## config.mk

```make
export PLATFORM = sky130hd
export DESIGN_NAME = rbbt_ctrl
export DESIGN_NICKNAME = d
export VERILOG_FILES = /design/src/hdl/rbbt_pkg.sv /design/src/hdl/rbbt_ctrl.sv
export VERILOG_INCLUDE_DIRS = /design/src /design/src/hdl
export SDC_FILE = /design/constraint.sdc
export NUM_CORES = 1
export LEC_CHECK = 0
export BUFFER_PORTS_ARGS = -buffer_cell sky130_fd_sc_hd__buf_2
export CORE_AREA = 2 2 39 41
export CTS_CLUSTER_SIZE = 25
export DETAILED_ROUTE_END_ITERATION = 8
export DIE_AREA = 0 0 41 43
export PLACE_DENSITY = 0.32
export SYNTH_ARGS = -nofsm -noshare
export SYNTH_HDL_FRONTEND = slang
export SYNTH_SLANG_ARGS = --single-unit
```

## constraint.sdc

```tcl
create_clock -name aclk -period 1.6 [get_ports aclk]
set_clock_uncertainty 0.1 [all_clocks]
set_input_delay 0.08 -clock aclk [delete_from_list [all_inputs] [get_ports aclk]]
set_output_delay 0.08 -clock aclk [all_outputs]
set_load 0.02 [all_outputs]
```

## src/hdl/refusal_budget_breaker_table_assert.svh

```systemverilog
// Assertion macros shared by the breaker table modules.
`ifndef REFUSAL_BUDGET_BREAKER_TABLE_ASSERT_SVH
`define REFUSAL_BUDGET_BREAKER_TABLE_ASSERT_SVH

// Same-cycle implication, disabled while reset is asserted.
`define RBBT_ASSERT_NOW(lbl, clk, rstn, ante, cons, msg) \
    lbl: assert property (@(posedge clk) disable iff (!(rstn)) (ante) |-> (cons)) \
        else $error(msg);

// Next-cycle implication, disabled while reset is asserted.
`define RBBT_ASSERT_NEXT(lbl, clk, rstn, ante, cons, msg) \
    lbl: assert property (@(posedge clk) disable iff (!(rstn)) (ante) |=> (cons)) \
        else $error(msg);

`endif

```

## src/hdl/rbbt_pkg.sv

```systemverilog
// Package with the types, codes and sizes of the refusal breaker table.
package rbbt_pkg;

    localparam int TABLE_DEPTH = 64;
    localparam int ADDR_W      = (TABLE_DEPTH > 1) ? $clog2(TABLE_DEPTH) : 1;
    localparam int CNT_W       = $clog2(TABLE_DEPTH + 1);

    localparam int CFG_IDX_W  = 3;
    localparam int CFG_DATA_W = 16;

    // Configuration register indexes.
    localparam logic [CFG_IDX_W-1:0] CFG_BREAKER_ENABLE    = 3'd0;
    localparam logic [CFG_IDX_W-1:0] CFG_REFUSAL_BUDGET    = 3'd1;
    localparam logic [CFG_IDX_W-1:0] CFG_EXHAUST_IS_ACTION = 3'd2;
    localparam logic [CFG_IDX_W-1:0] CFG_EXHAUST_ACTION_ID = 3'd3;
    localparam logic [CFG_IDX_W-1:0] CFG_UNKNOWN_IS_ACTION = 3'd4;
    localparam logic [CFG_IDX_W-1:0] CFG_UNKNOWN_ACTION_ID = 3'd5;

    // Verdict codes.
    localparam logic [1:0] VERDICT_SAT   = 2'd0;
    localparam logic [1:0] VERDICT_UNSAT = 2'd1;

    // Outcome codes.
    localparam logic [1:0] OUT_PASS   = 2'd0;
    localparam logic [1:0] OUT_RETRY  = 2'd1;
    localparam logic [1:0] OUT_DENY   = 2'd2;
    localparam logic [1:0] OUT_ACTION = 2'd3;

    localparam logic [15:0] COUNT_MAX = 16'hFFFF;

    typedef struct packed {
        logic [31:0] session;
        logic [63:0] signature;
        logic [15:0] refusals;
        logic        latched;
        logic        is_action;
        logic [7:0]  action;
    } entry_t;

    localparam int ENTRY_W = $bits(entry_t);

    typedef enum logic [1:0] {
        ST_IDLE,
        ST_SCAN,
        ST_DECIDE
    } state_t;

    typedef struct packed {
        logic load;
        logic issue;
        logic take_hit;
        logic commit;
    } ctrl_cmd_t;

    typedef struct packed {
        logic issue_done;
        logic cmp_valid;
        logic cmp_match;
        logic out_free;
    } dp_status_t;

endpackage

```

## src/hdl/rbbt_ctrl.sv

```systemverilog
// Controller state machine sequencing capture, table scan and decision.
`include "refusal_budget_breaker_table_assert.svh"

module rbbt_ctrl (
    input  logic                 aclk,
    input  logic                 aresetn,
    input  logic                 s_valid,
    output logic                 s_ready,
    input  rbbt_pkg::dp_status_t status,
    output rbbt_pkg::ctrl_cmd_t  cmd
);
    import rbbt_pkg::*;

    state_t state_reg, state_next;

    always_ff @(posedge aclk) begin
        if (!aresetn) begin
            state_reg <= ST_IDLE;
        end else begin
            state_reg <= state_next;
        end
    end

    always_comb begin
        state_next = state_reg;
        cmd        = '0;
        s_ready    = 1'b0;
        unique case (state_reg)
            ST_IDLE: begin
                s_ready = 1'b1;
                if (s_valid) begin
                    cmd.load   = 1'b1;
                    state_next = ST_SCAN;
                end
            end
            ST_SCAN: begin
                priority if (status.cmp_valid && status.cmp_match) begin
                    cmd.take_hit = 1'b1;
                    state_next   = ST_DECIDE;
                end else if (status.issue_done && !status.cmp_valid) begin
                    state_next = ST_DECIDE;
                end else begin
                    cmd.issue = !status.issue_done;
                end
            end
            ST_DECIDE: begin
                if (status.out_free) begin
                    cmd.commit = 1'b1;
                    state_next = ST_IDLE;
                end
            end
            default: begin
                state_next = ST_IDLE;
            end
        endcase
    end

    `RBBT_ASSERT_NEXT(a_load_scan, aclk, aresetn, cmd.load,
        state_reg == ST_SCAN, "capture not followed by a scan")
    `RBBT_ASSERT_NEXT(a_hit_decide, aclk, aresetn, cmd.take_hit,
        state_reg == ST_DECIDE, "match not followed by a decision")
    `RBBT_ASSERT_NEXT(a_commit_idle, aclk, aresetn, cmd.commit,
        state_reg == ST_IDLE && s_ready, "controller not free after a commit")

endmodule

```

==> metrics.yaml, run 1 <==
worst_setup_path:
  critPathKind: "reg -> out"
  worst-path-buf-inv: 1
  critPathMaxFanout: 6
  regToRegEndpoint: "state_reg[0]"
  critPathMaxStageDelay_ns: 0.33
  critPathRequiredTime_ns: 1.42
  crit_family: "simple AND/OR/NAND/NOR gates"
  rrSetupSlack_ns: 0.59
  path_cells: "nand2b_1 > nor3b_1 > buf_2"
  start_kind: "flop"
  ff2ff_path_depth: 2
  rr_startpoint: "state_reg[1]"
  cp.depth: 3
  crit_slowest_cell: "dfxtp_1"
  crit_arrival_ns: 1.11
  end_kind: "primary output"
floorplan:
  fp.coreArea_um2: 1380
  pin_count: 12
  die_y_um: 43
  die_w_um: 41
  std_cell_rows: 14
  die_area_um2: 1760
  initial_core_util: 0.101
grt:
  grt_usage: 0.0551
  grt.overflow.total: 0
  grt_max_degree: 7
  antenna_found_initial: 0
  grt_pass1_vias: 143
  grt_first_pass_wirelength_um: 552
min_path:
  hold_depth: 2
  hp-class: "in -> reg"
  min_to: "state_reg[0]"
  worstHoldStart: "aresetn"
finish:
  n_antenna_cell: 0
  multi_input_area_um2: 96.3
  fin_nets: 40
  layout.cells.non_filler: 47
  syn_to_final_growth_pct: 69.6
  drive_gt1_frac: 0.452
  fillers: 163
  largest_reg_flops: 2
  seq_area_um2: 40.0
status:
  outcome: "complete, no violations"
routing:
  drt_wl_total_um: 369
  route.detailed.drc: 0
  via_count: 166
  drt_iter0_markers: 4
  antenna_left: 0
  routedWlPerCell_um: 7.85
  vias_per_cell: 3.53
  first_pass_iters: 2
pwr:
  p_leak_nw: 0.120
  ir_drop_v: 0.000287
  powerDensity_nw_per_um2: 931
sta:
  finalCritPeriodShare: 0.805
  hold_violations: 0
  tightest_slew_ns: 0.221
  slew_violations: 0
  fin_setup_tns_ns: 0
  setup_viol: 0
  fmax_ghz: 0.776
  slew_headroom: 0.849
  period_needed_ns: 1.29
  rsz0062_at_grt: "false"
yosys:
  yosysSeqAreaShare: 0.286
  syn_avg_cell_area_um2: 8.24
  ys_seq_elements: 2
  syn_nets: 24
  synth_cells: 17
  yosys_warnings: 0
  synth_cell_types: 13
  synthesis.area_um2: 140
clock_network:
  cts-root-buf: "clkbuf_4"
  cts_num_sinks: 2
  clock_path_buffers: 2
  cts-resized-gates: 0
  cts_hold_buffers: 0
  clk_pin_slew_ns: 0.03
  clk_latency_ns: 0.23
  cts_tree: "done"
  post_cts_buffers: 0
  htree_levels: 1
  cts_inserted_buffers: 3
place:
  place_inst: 44
  place.gp.congestion: 0.547
  portBuffers: 11
job:
  cap_violations: 0
[metal layers]
metal | up-vias | track usage | wire (um)
li1 | 91 | - | -
met1 | 66 | 0.0607 | 167
met2 | 9 | 0.0469 | 136
met3 | 0 | 0.0785 | 65
met4 | 0 | 0.0400 | 0
met5 | - | 0 | 0
[power by group]
| part | switching (mW) | internal [mW] | total, mW |
|---|---|---|---|
| registers | 0.00492 | 0.0543 | 0.0592 |
| clock network | 0.0286 | 0.0827 | 0.111 |
| logic | 0.0272 | 0.0236 | 0.0508 |
[cell type report]
cell class | instances | area share
clock buffers | 3 | 0.0947
well taps | 16 | 0.0842
flip-flops and latches | 2 | 0.168
multi-input cells | 14 | 0.405
inverters | 1 | 0.0158
repair buffers | 11 | 0.232
[cells in the final DEF (no fill, tap or decap), types with 2 or more instances in the layout]
master / Yosys / routed
buf_2: 0 / 11
clkbuf_4: 0 / 3
dfxtp_1: 2 / 2
nand2_1: 2 / 2
nor2_1: 3 / 3
[metrics by stage]
| step | total power, mW | utilization | setup slack [ns] | instance area, um^2 | hold slack (ns) |
|---|---|---|---|---|---|
| detailed placement | 0.111 | 0.156 | 0.547 | 215 | 0.265 |
| finish | 0.221 | 0.172 | 0.312 | 238 | 0.0348 |
| CTS | 0.228 | 0.172 | 0.302 | 238 | 0.0324 |
| floorplan | 0.0901 | - | 0.402 | 140 | 0.114 |
| global route | 0.241 | 0.172 | 0.194 | 238 | 0.0440 |
| global placement | 0.111 | 0.156 | 0.555 | 215 | 0.264 |
[cell families after synthesis]
group                  count (synthesis)  synth area share
buffers and inverters                  1            0.0268
multiplexers                           1            0.0714
AO/OA/AOI/OAI                          2             0.116
flip-flops                             2             0.286
AND/OR/NAND/NOR                       11             0.500
[cell usage after synthesis (all sizes together)]
cell type  count  area, um^2
mux2i          1        10.0
nand2b         1        6.26
nor3b          1        7.51
o31ai          1        7.51
nor2           3        11.3
nand4bb        1        11.3
inv            1        3.75
dfxtp          2        40.0
and2b          1        7.51
a31o           1        8.76
and4bb         1        12.5
nand2          2        7.51
and2           1        6.26
[worst max path at each step]
stage                  from     end  slack, ns
2_1_floorplan  state_reg[1]  cmd[2]       0.40
3_3_place_gp   state_reg[1]  cmd[2]       0.55
3_5_place_dp   state_reg[1]  cmd[2]       0.55
4_1_cts        state_reg[1]  cmd[2]       0.30
5_1_grt        state_reg[1]  cmd[2]       0.19
6_report       state_reg[1]  cmd[2]       0.31
(Power assumes the default switching activity.)
==> run 2, diff against run 1 <==
- ABC_AREA: not set -> 1
- PLACE_DENSITY: 0.32 -> 0.34
- clock period: 1.6 -> 1.1 ns (I/O delays scaled with it)
==> run 2 against run 1 <==
The run now ends with setup timing left. Cell area rose by 23%. First-iteration DRC count down 25%. Sequential share of layout area down 2.2 points. Global-route usage rose by 0.29 points. Flip-flop and latch count unchanged. Via count increased by 14%. Critical path depth is 2 higher. Combinational power grew 85%. Routed wire length is 0.54% lower. Die area did not move. Critical path type unchanged. Largest cell class unchanged. Largest power group unchanged.
==> metrics.yaml, run 2 <==
worst_setup_path:
  critPathRequiredTime_ns: 0.94  # -0.48 ns
  start_kind: "flop"
  critPathKind: "reg -> out"
  critPathMaxFanout: 3  # -3
  ff2ff_path_depth: 7  # +5
  regToRegEndpoint: "state_reg[0]"
  crit_arrival_ns: 0.97  # -0.14 ns
  rr_startpoint: "state_reg[0]"
  rrSetupSlack_ns: 0.07  # -0.52 ns
  end_kind: "primary output"
sta:
  period_needed_ns: 1.12
  fin_setup_tns_ns: -0.0457  # -0.0457 ns
  tightest_slew_ns: 0.150  # -0.0706 ns
  layout_setup_ws_ns: -0.0224  # -0.334 ns
  setup_viol: 3  # +3
  slew_violations: 0  # unchanged
  finalCritPeriodShare: 1.02
  hold_ws_ns: 0.0761  # +0.0413 ns
  fmax_ghz: 0.891
  hold_violations: 0  # unchanged
  slew_headroom: 0.900  # +0.0508
  rsz0062_at_grt: "true"
finish:
  drive_gt1_frac: 0.619  # +0.167
  layout.cells.non_filler: 58  # +23%
  syn_to_final_growth_pct: 101
  seq_area_um2: 42.5  # +6.2%
  final_cell_mix: "buf_2, nand2_1, nor2_1, inv_1, buf_4"
  fin_area_um2: 292  # +23%
  multi_input_area_um2: 93.8  # -2.6%
  final_common_cell: "buf_2"
  fin_nets: 51  # +28%
  n_antenna_cell: 0  # unchanged
  fillers: 159  # -2.5%
  largest_reg_flops: 2  # unchanged
clock_network:
  cts_tree: "done"
  htree_levels: 1  # unchanged
  cts_inserted_buffers: 3  # unchanged
  clk_pin_slew_ns: 0.03  # about the same
  cts_num_sinks: 2  # unchanged
  clock_path_buffers: 2  # unchanged
  clk_latency_ns: 0.22  # about the same
  cts-root-buf: "clkbuf_4"
floorplan:
  initial_core_util: 0.105  # +0.00362
  die_y_um: 43  # unchanged
  die_area_um2: 1760  # unchanged
  fp.coreArea_um2: 1380  # unchanged
  std_cell_rows: 14  # unchanged
  die_w_um: 41  # unchanged
  pin_count: 12  # unchanged
min_path:
  hp-class: "in -> reg"
  worstHoldStart: "s_valid"
  hold_depth: 5  # +3
  min_to: "state_reg[0]"
place:
  place.gp.congestion: 0.572  # +4.7%
  hpwlAfterDp_um: 299
  placed_cell_area_um2: 220  # +2.3%
  place_inst: 53  # +20%
  portBuffers: 11  # unchanged
yosys:
  async_flop_share: 0  # unchanged
  yosysSeqAreaShare: 0.276  # -0.00985
  dominantRegCellSynth: "dfxtp_1"
  yosysMostFrequentCell: "nor2_1"
  yosysTopAreaCellShare: 0.276  # -0.00985
  yosys_warnings: 0  # unchanged
  synth_cell_types: 8  # -5
  yosys.area.top_type: "dfxtp_1"
  synth_cells: 26  # +9
  synth_area_leaders: "dfxtp_1, nor2_1, nand2_1"
  synthesis.area_um2: 145  # +3.6%
  syn_nets: 33  # +38%
  ys_seq_elements: 2  # unchanged
  syn_avg_cell_area_um2: 5.58  # -32%
  synth_common_cells: "nor2_1, nand2_1, inv_1, inv_2, nor2_2"
  synth_edf_count: 0  # unchanged
pwr:
  combPwrFrac: 0.279  # +0.050
  seq_power_share: 0.246  # -0.022
  clockPowerShare: 0.475  # -0.028
  ir_drop_v: 0.000384  # +34%
  powerDensity_nw_per_um2: 1150  # +24%
  p_switching_mw: 0.0960  # +58%
  total_power_mw: 0.336  # +52%
  cell_internal_pwr_mw: 0.240  # +49%
  swShare: 0.286  # +0.0114
  p_leak_nw: 0.155  # +29%
routing:
  route.detailed.drc: 0  # unchanged
  drt_wl_total_um: 367  # -0.54%
  antenna_left: 0  # unchanged
  drt_iter0_markers: 3  # -1
  via_count: 189  # +14%
  first_pass_iters: 2  # unchanged
  vias_per_cell: 3.26  # -7.7%
  routedWlPerCell_um: 6.33  # -19%
grt:
  grt_max_degree: 4  # -3
  grt_first_pass_wirelength_um: 607  # +10%
  grt.overflow.total: 0  # unchanged
  antenna_found_initial: 0  # unchanged
  grt_usage: 0.0581  # +0.00295
  grt_pass1_vias: 181  # +27%
status:
  violations: "setup timing"
  outcome: "finished with violations"
job:
  cap_violations: 0  # unchanged
[run 2: cells by family after synthesis]
group / Yosys count / synth area share
AO/OA/AOI/OAI: 2 / 0.103
AND/OR/NAND/NOR: 15 / 0.440
buffers and inverters: 7 / 0.181
flip-flops: 2 / 0.276
[run 2: critical path: stages, from the launching register on]
cell	delay (ns)
dfxtp_2	0.33
inv_2	0.05
nor2_4	0.09
inv_2	0.06
nor2_4	0.10
buf_6	0.12
[run 2: power by group through the flow]
stage / logic, mW / registers, mW / clock network (mW)
floorplan: 0.0493 / 0.0817 / 0
CTS: 0.0885 / 0.0827 / 0.173
global placement: 0.0763 / 0.0820 / 0
finish: 0.0938 / 0.0826 / 0.160
global route: 0.104 / 0.0830 / 0.186
detailed placement: 0.0759 / 0.0823 / 0
[run 2: worst max-delay path by stage]
stage / slack, ns / startpoint / depth (start not counted) / to
after floorplan: 0.04 / state_reg[0] / 5 / state_reg[0]
after global placement: 0.10 / state_reg[0] / 4 / state_reg[1]
after detailed placement: 0.12 / state_reg[0] / 4 / state_reg[1]
after CTS: -0.04 / state_reg[0] / 5 / cmd[2]
after global routing: -0.09 / state_reg[0] / 5 / cmd[1]
final: -0.02 / state_reg[0] / 5 / cmd[2]
[run 2: cell type report]
class                           count  share of cell area
Timing Repair Buffer               13               0.296
Tap cell                           16              0.0687
Inverter                            7              0.0901
Multi-Input combinational cell     17               0.322
Sequential cell                     2               0.146
Clock buffer                        3              0.0773
[run 2: metrics by stage]
stage / util / setup slack (ns)
2_1_floorplan: - / 0.0372
3_3_place_gp: 0.159 / 0.102
3_5_place_dp: 0.159 / 0.123
4_1_cts: 0.199 / -0.0364
5_1_grt: 0.211 / -0.0914
6_report: 0.211 / -0.0224
[run 2: per-layer routing]
layer  global-route usage  wire [um]
met1               0.0510        150
met2               0.0750        187
met3               0.0471         29
met4               0.0600          0
met5                    0          0
[run 2: what timing repair did]
item	4_1_cts	5_1_grt
pin swaps	2	0
hold endpoints to repair	2	0
gates resized for setup	6	5
buffers inserted	1	0
endpoints found under the setup margin	3	4
hold buffers	1	0
